<file path="src/design/md5_pkg.sv">
// Shared types, constants and table functions of the MD5 engine.
`default_nettype none
package md5_pkg;

	typedef struct packed {
		logic [31:0] a;
		logic [31:0] b;
		logic [31:0] c;
		logic [31:0] d;
	} md5_work_t;

	typedef enum logic [2:0] {
		ST_IDLE,
		ST_PAD,
		ST_PREF,
		ST_ROUND,
		ST_FOLD
	} md5_state_t;

	localparam md5_work_t IV = '{
		a: 32'h67452301,
		b: 32'hEFCDAB89,
		c: 32'h98BADCFE,
		d: 32'h10325476
	};

	localparam logic [7:0] PAD_BYTE = 8'h80;
	localparam logic [5:0] LAST_POS = 6'd63;
	localparam logic [5:0] LEN_LIMIT = 6'd56;
	localparam logic [3:0] LAST_WORD = 4'd15;
	localparam logic [3:0] LEN_LO_WORD = 4'd14;
	localparam logic [1:0] LAST_INDEX = 2'd3;

	localparam logic [31:0] ROUND_K [64] = '{
		32'hd76aa478, 32'he8c7b756, 32'h242070db, 32'hc1bdceee,
		32'hf57c0faf, 32'h4787c62a, 32'ha8304613, 32'hfd469501,
		32'h698098d8, 32'h8b44f7af, 32'hffff5bb1, 32'h895cd7be,
		32'h6b901122, 32'hfd987193, 32'ha679438e, 32'h49b40821,
		32'hf61e2562, 32'hc040b340, 32'h265e5a51, 32'he9b6c7aa,
		32'hd62f105d, 32'h02441453, 32'hd8a1e681, 32'he7d3fbc8,
		32'h21e1cde6, 32'hc33707d6, 32'hf4d50d87, 32'h455a14ed,
		32'ha9e3e905, 32'hfcefa3f8, 32'h676f02d9, 32'h8d2a4c8a,
		32'hfffa3942, 32'h8771f681, 32'h6d9d6122, 32'hfde5380c,
		32'ha4beea44, 32'h4bdecfa9, 32'hf6bb4b60, 32'hbebfbc70,
		32'h289b7ec6, 32'heaa127fa, 32'hd4ef3085, 32'h04881d05,
		32'hd9d4d039, 32'he6db99e5, 32'h1fa27cf8, 32'hc4ac5665,
		32'hf4292244, 32'h432aff97, 32'hab9423a7, 32'hfc93a039,
		32'h655b59c3, 32'h8f0ccc92, 32'hffeff47d, 32'h85845dd1,
		32'h6fa87e4f, 32'hfe2ce6e0, 32'ha3014314, 32'h4e0811a1,
		32'hf7537e82, 32'hbd3af235, 32'h2ad7d2bb, 32'heb86d391
	};

	// Message word used by a round.
	function automatic logic [3:0] msg_index(input logic [5:0] rnd);
		logic [3:0] i4;
		logic [3:0] idx;
		i4 = rnd[3:0];
		unique case (rnd[5:4])
			2'd0: idx = i4;
			2'd1: idx = i4 * 4'd5 + 4'd1;
			2'd2: idx = i4 * 4'd3 + 4'd5;
			default: idx = i4 * 4'd7;
		endcase
		return idx;
	endfunction

	function automatic logic [4:0] rot_amt(input logic [5:0] rnd);
		logic [4:0] s;
		unique case ({rnd[5:4], rnd[1:0]})
			4'h0: s = 5'd7;
			4'h1: s = 5'd12;
			4'h2: s = 5'd17;
			4'h3: s = 5'd22;
			4'h4: s = 5'd5;
			4'h5: s = 5'd9;
			4'h6: s = 5'd14;
			4'h7: s = 5'd20;
			4'h8: s = 5'd4;
			4'h9: s = 5'd11;
			4'ha: s = 5'd16;
			4'hb: s = 5'd23;
			4'hc: s = 5'd6;
			4'hd: s = 5'd10;
			4'he: s = 5'd15;
			default: s = 5'd21;
		endcase
		return s;
	endfunction

endpackage
`default_nettype wire

</file>
<file path="src/design/md5_hash_engine.sv">
// A byte transaction is taken in the idle state; a full block then runs fetch, 64 rounds and fold.
// Message end: padding words go in one per cycle up to word 15; a further block follows if the length does not fit.
// The digest follows as four words, one per cycle while taken; the next message may start meanwhile.
// Throughput is set by the single round unit and the block memory port; no bytes are taken while a block runs.
// Reset: chain returns to the MD5 initial values, counters and valids clear; block memory is not cleared.
`default_nettype none
module md5_hash_engine
	import md5_pkg::*;
(
	input  wire logic        clk,
	input  wire logic        arst_n,
	input  wire logic        item_valid,
	output logic             item_ready,
	input  wire logic [7:0]  data_byte,
	input  wire logic        byte_present,
	input  wire logic        message_end,
	output logic             digest_valid,
	input  wire logic        digest_ready,
	output logic [31:0]      digest_word,
	output logic [1:0]       word_index,
	output logic             last_word
);

	md5_state_t state_q, state_d;

	logic [5:0]  fill_q;
	logic [60:0] byte_cnt_q;
	logic [5:0]  round_q;
	logic [3:0]  pad_w_q;
	logic        pad_first_q;
	logic [1:0]  pad_lane_q;
	logic        len_blk_q;
	logic        final_q;
	logic        extra_q;
	logic        end_pend_q;
	md5_work_t   chain_q;
	logic        dvalid_q;
	logic [1:0]  idx_q;

	logic [31:0] acc_q;
	md5_work_t   work_q;
	md5_work_t   work_next;
	logic [31:0] digest_q [4];

	logic [31:0] blk_mem_q [16];
	logic [31:0] blk_rd_q;

	logic        item_acc;
	logic        fire_block;
	logic [5:0]  p_end;
	logic [31:0] new_word;
	logic [31:0] pad_word;
	logic [63:0] bit_len;
	logic        mem_we;
	logic [3:0]  mem_waddr;
	logic [31:0] mem_wdata;
	logic [3:0]  mem_raddr;
	md5_work_t   chain_sum;

	assign item_acc   = item_valid && item_ready;
	assign fire_block = byte_present && (fill_q == LAST_POS);
	assign p_end      = byte_present ? fill_q + 6'd1 : fill_q;
	assign bit_len    = {byte_cnt_q, 3'b000};

	assign chain_sum.a = chain_q.a + work_q.a;
	assign chain_sum.b = chain_q.b + work_q.b;
	assign chain_sum.c = chain_q.c + work_q.c;
	assign chain_sum.d = chain_q.d + work_q.d;

	always_comb begin
		for (int j = 0; j < 4; j++) begin
			new_word[8*j +: 8] = (2'(j) == fill_q[1:0]) ? data_byte : acc_q[8*j +: 8];
			if (2'(j) < pad_lane_q)
				pad_word[8*j +: 8] = acc_q[8*j +: 8];
			else if (2'(j) == pad_lane_q)
				pad_word[8*j +: 8] = PAD_BYTE;
			else
				pad_word[8*j +: 8] = 8'h00;
		end
	end

	md5_round u_round (
		.work      (work_q),
		.msg       (blk_rd_q),
		.rnd       (round_q),
		.work_next (work_next)
	);

	// Next state.
	always_comb begin
		state_d = state_q;
		unique case (state_q)
			ST_IDLE: begin
				if (item_acc) begin
					if (fire_block)
						state_d = ST_PREF;
					else if (message_end)
						state_d = ST_PAD;
				end
			end
			ST_PAD: begin
				if (pad_w_q == LAST_WORD)
					state_d = ST_PREF;
			end
			ST_PREF: state_d = ST_ROUND;
			ST_ROUND: begin
				if (round_q == LAST_POS)
					state_d = ST_FOLD;
			end
			ST_FOLD: begin
				if (final_q) begin
					if (!dvalid_q)
						state_d = ST_IDLE;
				end else if (extra_q || end_pend_q) begin
					state_d = ST_PAD;
				end else begin
					state_d = ST_IDLE;
				end
			end
			default: state_d = ST_IDLE;
		endcase
	end

	// Outputs of the sequencer: intake, memory ports.
	always_comb begin
		item_ready = 1'b0;
		mem_we     = 1'b0;
		mem_waddr  = fill_q[5:2];
		mem_wdata  = new_word;
		mem_raddr  = 4'd0;
		unique case (state_q)
			ST_IDLE: begin
				item_ready = 1'b1;
				mem_we     = item_acc && byte_present && (fill_q[1:0] == LAST_INDEX);
			end
			ST_PAD: begin
				mem_we    = 1'b1;
				mem_waddr = pad_w_q;
				if (pad_first_q)
					mem_wdata = pad_word;
				else if (len_blk_q && (pad_w_q == LEN_LO_WORD))
					mem_wdata = bit_len[31:0];
				else if (len_blk_q && (pad_w_q == LAST_WORD))
					mem_wdata = bit_len[63:32];
				else
					mem_wdata = '0;
			end
			ST_ROUND: mem_raddr = msg_index(round_q + 6'd1);
			default: ;
		endcase
	end

	// Block memory; no write overlaps a compression, so reads need no forwarding.
	always_ff @(posedge clk) begin
		if (mem_we)
			blk_mem_q[mem_waddr] <= mem_wdata;
		blk_rd_q <= blk_mem_q[mem_raddr];
	end

	always_ff @(posedge clk) begin
		if (state_q == ST_IDLE && item_acc && byte_present)
			acc_q <= new_word;
		if (state_q == ST_PREF)
			work_q <= chain_q;
		else if (state_q == ST_ROUND)
			work_q <= work_next;
		if (state_q == ST_FOLD && final_q && !dvalid_q) begin
			digest_q[0] <= chain_sum.a;
			digest_q[1] <= chain_sum.b;
			digest_q[2] <= chain_sum.c;
			digest_q[3] <= chain_sum.d;
		end
	end

	always_ff @(posedge clk or negedge arst_n) begin
		if (!arst_n) begin
			state_q     <= ST_IDLE;
			fill_q      <= '0;
			byte_cnt_q  <= '0;
			round_q     <= '0;
			pad_w_q     <= '0;
			pad_first_q <= 1'b0;
			pad_lane_q  <= '0;
			len_blk_q   <= 1'b0;
			final_q     <= 1'b0;
			extra_q     <= 1'b0;
			end_pend_q  <= 1'b0;
			chain_q     <= IV;
			dvalid_q    <= 1'b0;
			idx_q       <= '0;
		end else begin
			state_q <= state_d;
			if (dvalid_q && digest_ready) begin
				if (idx_q == LAST_INDEX)
					dvalid_q <= 1'b0;
				else
					idx_q <= idx_q + 2'd1;
			end
			case (state_q)
				ST_IDLE: begin
					if (item_acc) begin
						if (byte_present) begin
							fill_q     <= fill_q + 6'd1;
							byte_cnt_q <= byte_cnt_q + 61'd1;
						end
						if (fire_block) begin
							final_q    <= 1'b0;
							extra_q    <= 1'b0;
							end_pend_q <= message_end;
						end else if (message_end) begin
							pad_w_q     <= p_end[5:2];
							pad_first_q <= 1'b1;
							pad_lane_q  <= p_end[1:0];
							len_blk_q   <= (p_end < LEN_LIMIT);
						end
					end
				end
				ST_PAD: begin
					if (pad_w_q == LAST_WORD) begin
						final_q <= len_blk_q;
						extra_q <= !len_blk_q;
					end else begin
						pad_w_q <= pad_w_q + 4'd1;
					end
					pad_first_q <= 1'b0;
				end
				ST_ROUND: round_q <= round_q + 6'd1;
				ST_FOLD: begin
					if (final_q) begin
						if (!dvalid_q) begin
							chain_q    <= IV;
							fill_q     <= '0;
							byte_cnt_q <= '0;
							final_q    <= 1'b0;
							dvalid_q   <= 1'b1;
							idx_q      <= '0;
						end
					end else begin
						chain_q <= chain_sum;
						if (extra_q) begin
							pad_w_q     <= '0;
							pad_first_q <= 1'b0;
							len_blk_q   <= 1'b1;
							extra_q     <= 1'b0;
						end else if (end_pend_q) begin
							pad_w_q     <= '0;
							pad_first_q <= 1'b1;
							pad_lane_q  <= '0;
							len_blk_q   <= 1'b1;
							end_pend_q  <= 1'b0;
						end
					end
				end
				default: ;
			endcase
		end
	end

	assign digest_valid = dvalid_q;
	assign digest_word  = digest_q[idx_q];
	assign word_index   = idx_q;
	assign last_word    = (idx_q == LAST_INDEX);

endmodule
`default_nettype wire

</file>
<file path="src/design/md5_round.sv">
// One MD5 round step on the working registers.
`default_nettype none
module md5_round
	import md5_pkg::*;
(
	input  wire md5_work_t   work,
	input  wire logic [31:0] msg,
	input  wire logic [5:0]  rnd,
	output md5_work_t        work_next
);

	logic [31:0] f;
	logic [31:0] t;
	logic [63:0] rot;

	always_comb begin
		unique case (rnd[5:4])
			2'd0: f = (work.b & work.c) | (~work.b & work.d);
			2'd1: f = (work.b & work.d) | (work.c & ~work.d);
			2'd2: f = work.b ^ work.c ^ work.d;
			default: f = work.c ^ (work.b | ~work.d);
		endcase
		t = work.a + f + msg + ROUND_K[rnd];
		rot = {t, t} << rot_amt(rnd);
		work_next.a = work.d;
		work_next.b = work.b + rot[63:32];
		work_next.c = work.b;
		work_next.d = work.c;
	end

endmodule
`default_nettype wire

</file>
<file path="config.mk">
export PLATFORM = sky130hd
export DESIGN_NAME = md5_hash_engine
export DESIGN_NICKNAME = d
export VERILOG_FILES = /design/src/design/md5_pkg.sv /design/src/design/md5_hash_engine.sv /design/src/design/md5_round.sv
export SDC_FILE = /design/constraint.sdc
export NUM_CORES = 2
export LEC_CHECK = 0
export ABC_AREA = 1
export BUFFER_PORTS_ARGS = -buffer_cell sky130_fd_sc_hd__buf_2
export CAP_MARGIN = 20
export CORE_MARGIN = 3
export CORE_UTILIZATION = 25
export CTS_CLUSTER_DIAMETER = 200
export DETAILED_ROUTE_END_ITERATION = 16
export GPL_TIMING_DRIVEN = 0
export MAX_ROUTING_LAYER = met4
export PLACE_DENSITY_LB_ADDON = 0.12
export SLEW_MARGIN = 20
export SYNTH_ARGS = -nofsm -noshare
export SYNTH_HDL_FRONTEND = slang
export SYNTH_HIERARCHICAL = 1
export SYNTH_SLANG_ARGS = --single-unit
</file>
<file path="constraint.sdc">
create_clock -name clk -period 7.8 [get_ports clk]
set_input_delay 1.17 -clock clk [delete_from_list [all_inputs] [get_ports clk]]
set_output_delay 1.17 -clock clk [all_outputs]
set_load 0.03 [all_outputs]
</file>
Yosys cells after proc, flatten, opt, wreduce, memory -nomap -nowiden:

Memory sizes are Yosys's and may differ from the RTL's. A register that Yosys moved wholly into a read port is not among the register bits.
Index checks and enable logic that the tools add are counted.

* bits in registers: 378
* bits in writable memories: 640
* ROM bits: 2128
* bits of input ports: 14
* output and inout bits: 37
* logic and storage cells: 237
* memories kept: 4

* add/sub/neg operators: 15
* multiply operators: 3
* magnitude comparators: 6
* equal/unequal tests: 37
* shift-type cells: 1
* multiplexer cells: 103
* bitwise gates (word level): 13
* reductions and logical operators: 33

Memories
* (name not given): words 64, bits a word 32, read ports 1, clocked after Yosys merged registers in 0, write ports 0, RTL line md5_round.sv:23 `t = work.a + f + msg + ROUND_K[rnd];`
* blk_mem_q: words 16, bits a word 32, read ports 1, clocked after Yosys merged registers in 1, write ports 1, RTL line md5_hash_engine.sv:45 `logic [31:0] blk_mem_q [16];`
* digest_q: words 4, bits a word 32, read ports 1, clocked after Yosys merged registers in 0, write ports 4, RTL line md5_hash_engine.sv:43 `logic [31:0] digest_q [4];`
* (name not given): words 16, bits a word 5, read ports 1, clocked after Yosys merged registers in 0, write ports 0, RTL line md5_pkg.sv:69 `unique case ({rnd[5:4], rnd[1:0]})`

Operators with widths (count)
* $mux W128: 4
* $add A32 B32 Y32: 8
* $mux W61: 4
* $mux W32: 6
* $and A32 B32 Y32: 4
* $pmux W61 S2: 1
* $mux W8: 12
* $or A32 B32 Y32: 3
* $pmux W32 S3: 1
* $xor A32 B32 Y32: 3
* $not A32 Y32: 2
* $shl A64 B5 Y64: 1
* $add A61 B1 Y61 const B: 1
* $mux W4: 9
* $mux W1: 33
* $ne A2 B2 Y1 const B: 14
* $mux W6: 4
* $pmux W4 S3: 2
* $mux W2: 11
* $mux W3: 7
* $reduce_and A5 Y1: 4
* $pmux W3 S5: 1
* $reduce_and A7 Y1: 2
* $add A6 B1 Y6 const B: 2
* 34 further kinds: 72

Longest topological paths before layout:

* depth after elaboration: 11
* depth in mapped cells: 51
* gate-level depth less buffers: 49

Hierarchy:

The synthesis kept the hierarchy.

Modules (own cells, without submodules)
* md5_hash_engine: instances 1, cells an instance 5977, area an instance 54546.1 µm², seq. area each 30199.0 µm²
* md5_round: instances 1, cells an instance 2250, area an instance 12583.3 µm², seq. area each 0.0 µm²

Worst setup path after synthesis:

No wires, ideal clock.

* path kind: register -> register
* from: register round_q[0]
* to: register work_q[88] (netlist bit) (data pin)
* setup time: 0.260 ns
* data arrival time: 6.995 ns
* required time: 7.540 ns
* setup slack: 0.545 ns
* cell stages (with the launch flop): 44
* path buffers: 1
* period minus slack after synthesis: 7.255 ns
* cell sequence: dfrtp_1 inv_1 ha_1 clkbuf_2 nor2_1 inv_1 nand2_1 o211ai_1 o211ai_1 a21oi_1 fa_1 inv_1 fa_1 inv_1 ha_1 inv_1 fa_1 o21ai_2 [... 8 more ...] o211ai_2 nand3_1 nand3_1 nand3_1 nand2_1 ha_1 fa_1 nand3_1 nand2_1 a21oi_1 o21ai_1 a21boi_2 o21ai_1 a21boi_1 o21bai_1 a21oi_1 xnor2_1 mux2_2

RTL lines
* start: declaration: RTL line md5_hash_engine.sv:28 `logic [5:0] round_q;`
* start signal: assignment: RTL line md5_hash_engine.sv:227 `ST_ROUND: round_q <= round_q + 6'd1;`
* end signal: assignment: RTL line md5_hash_engine.sv:164 `work_q <= chain_q;`
* end signal: assignment: RTL line md5_hash_engine.sv:166 `work_q <= work_next;`
* end: declaration: RTL line md5_hash_engine.sv:41 `md5_work_t work_q;`

==> qor.yml <==
run_status:
  status: "finished, violations left"
  violations: "setup timing"
floorplan:
  core_area_mm2: 0.266
  fp.dieW_um: 524
  die_h_um: 524
  die-area_mm2: 0.275
  start_util_pct: 25.2
  io-pin-count: 51
  rows: 189
timing:
  fin_skew_ns: 0.0666
  period_needed_ns: 7.83
  slew_viol_final: 0
  tns_ns: -0.0335
  hold_viol: 0
  rsz0062_at_grt: "yes"
  finalWorstSetupSlack_ns: -0.0335
  tightest_slew_ns: 1.21
  finalSetupViolCount: 1
  relSlewSlack_pct: 19.0
  fmaxAchievable_mhz: 128
  period_share_pct: 100
grt:
  grt_usage_pct: 24.0
  grt_pass1_wl_um: 455000
  first_global_vias: 59100
  grt-ovfl-total: 0
  grt_max_degree: 83
  antenna_found_initial: 8
finish:
  nFillCells: 28500
  instances_no_fill: 12200
  drive_gt1_share_pct: 15.5
  area_growth_syn_to_layout_pct: 21.3
  final_nets: 8867
  seqCellArea_mm2: 0.0302
  multi_input_area_mm2: 0.0328
clock_network:
  root_buffer: "clkbuf_16"
  cts_buffer_depth: 3
  htreeDepth: 4
  numCtsBuffers: 136
  hold_buffers: 0
  cts_sinks: 1050
  cts_tree: "done"
  worstSkewPairLatency_ns: 0.82
  clkTransAtPathRegs_ns: 0.07
logic_synthesis:
  synth_edf_count: 800
  synthCells: 8227
  synthArstFlopShare_pct: 20.8
  avgSynthCellArea_um2: 8.16
  synth.distinct_cells: 76
  ys_seq_elements: 1050
  syn_area_mm2: 0.0671
  synth-seq-area-share_pct: 45.0
  ys_warn_count: 6
  synth-main-ff-cell: "edfxtp_1"
  synth_nets: 8525
critical_path:
  critPathMaxStageDelay_ns: 0.53
  path_common_cell: "nand3_4"
  critPathTopFamily: "adder cells"
  cp_data_required_time_ns: 8.32
  cp_slowest_cell: "dfrtp_4"
  cp-start-kind: "register"
  crit_buf_inv: 6
  critPathMaxFanout: 7
  crit_type: "register to register"
  end_kind: "register"
  arrival_ns: 8.35
route:
  wl_per_cell_um: 26.9
  drc: 0
  drtIter0Drc: 5650
  final_antenna_net_count: 0
  wirelength_um: 329000
  dr.pass1.iters: 6
  vias: 61300
  vias_per_cell: 5.02
run:
  cap_violations: 0
place:
  place_congestion: 0.968
  placedCellCount: 11900
  io_buffers: 50
  dp_hpwl_um: 259000
min_path:
  hold_path_class: "input pin to async pin"
-- worst register-to-register path, delay by kind of cell, from the launching register on --
family | cells | cell delay (ns)
xor+xnor | 1 | 0.11
flops | 1 | 0.53
mux | 1 | 0.26
buf+inv | 6 | 0.90
simple gates | 17 | 1.85
compound gates | 10 | 1.48
fa+ha+maj | 7 | 2.41
-- sequential cells by signal, indices dropped and copies added (netlist names), 6 cells and up --
signal / flops
blk_mem_q: 512
fill_q: 6
blk_rd_q: 32
work_q: 128
acc_q: 32
byte_cnt_q: 61
round_q: 6
chain_q: 128
digest_q: 128
-- per-layer routing --
metal,GRT usage (%),wire length [µm],vias to the layer above,share of wire (%)
met1,31.3,146000,30400,45
met4,8.72,13800,0,4.2
met2,38.6,153000,1964,47
met5,-,0,-,0
li1,-,-,28500,-
met3,2.50,15200,449,4.6
-- cell families after synthesis --
family / share of synthesized area [%]
simple gates: 24.1
buf+inv: 10.8
compound gates: 11.4
flops: 45.0
fa+ha+maj: 6.05
xor+xnor: 2.26
mux: 0.365
-- final cells by class --
| cell class | count | area share, % |
|---|---|---|
| antenna | 7 | 0.0215 |
| buffer | 448 | 3.03 |
| clock buffer | 181 | 4.52 |
| clock inverter | 72 | 0.870 |
| inverter | 1317 | 6.12 |
| multi-input combinational | 5409 | 40.3 |
| sequential | 1050 | 37.1 |
| tap | 3533 | 5.43 |
| timing repair buffer | 207 | 2.64 |
-- per-stage QoR --
| stage | setup slack (ns) | hold slack (ns) | area (µm²) | utilization (%) |
|---|---|---|---|---|
| global placement | -3.51 | 0.469 | 71800 | 27.0 |
| global route | -0.304 | 0.327 | 81400 | 30.6 |
| finish | -0.0335 | 0.319 | 81400 | 30.6 |
| CTS | -0.0865 | 0.289 | 80600 | 30.3 |
| floorplan | 0.545 | 0.446 | 67100 | - |
| detailed placement | -3.30 | 0.480 | 73400 | 27.6 |
-- worst paths after layout --
| check | end | slack, ns | from | depth (start not counted) |
|---|---|---|---|---|
| min in group clk | end_pend_q | 0.50 | end_pend_q | 2 |
| hold reg to reg | end_pend_q | 0.50 | end_pend_q | 2 |
| setup / recovery | work_q[88] | -0.03 | round_q[1] | 42 |
| max in group asynchronous | chain_q[81] | 6.45 | arst_n | 2 |
| hold / removal | chain_q[29] | 0.32 | arst_n | 1 |
| setup reg to reg | work_q[88] | -0.03 | round_q[1] | 42 |
-- cells in the mapped netlist (all sizes together) (16+ instances only) --
| cell | number | area (µm²) |
|---|---|---|
| nand2 | 1573 | 5950 |
| inv | 1316 | 4940 |
| nand3 | 1011 | 5090 |
| edfxtp | 800 | 24000 |
| o21ai | 547 | 2760 |
| nor2 | 518 | 1970 |
| a21oi | 385 | 1940 |
| nand4 | 336 | 2100 |
| buf | 260 | 1610 |
| ha | 216 | 2700 |
| clkbuf | 191 | 718 |
| dfrtp | 154 | 3850 |
| xor2 | 114 | 998 |
| o211ai | 86 | 671 |
| nor3 | 82 | 432 |
| fa | 68 | 1360 |
| dfstp | 64 | 1680 |
| xnor2 | 59 | 517 |
| o31ai | 44 | 330 |
| o22ai | 37 | 231 |
| or2 | 35 | 219 |
| dfxtp | 32 | 641 |
| a22oi | 30 | 225 |
| and2 | 24 | 150 |
| a21o | 22 | 165 |
| o21bai | 22 | 165 |
| a21boi | 21 | 161 |
| a221oi | 21 | 201 |
| mux2 | 20 | 225 |
| o21a | 19 | 143 |
| a31oi | 16 | 100 |
-- layout by cell type, fill, tap and decap left out, drive strengths merged, types with 86 or more instances in the layout --
master	Yosys	layout
edfxtp	800	800
o21ai	547	547
nor2	518	518
inv	1316	1315
clkbuf	191	362
nand4	336	336
buf	260	473
nand3	1011	1011
ha	216	216
dfrtp	154	154
o211ai	86	86
xor2	114	114
nand2	1573	1573
a21oi	385	385
-- repair_timing --
item,in CTS,in global routing
endpoints found under the hold margin,0,0
gates resized for setup,566,168
buffers inserted,56,16
pin swaps,97,98
gates cloned,0,0
endpoints found under the setup margin,32,17
Power is not shown: default switching activity piles up to over one toggle a cycle in this logic, so the estimate is an artifact.
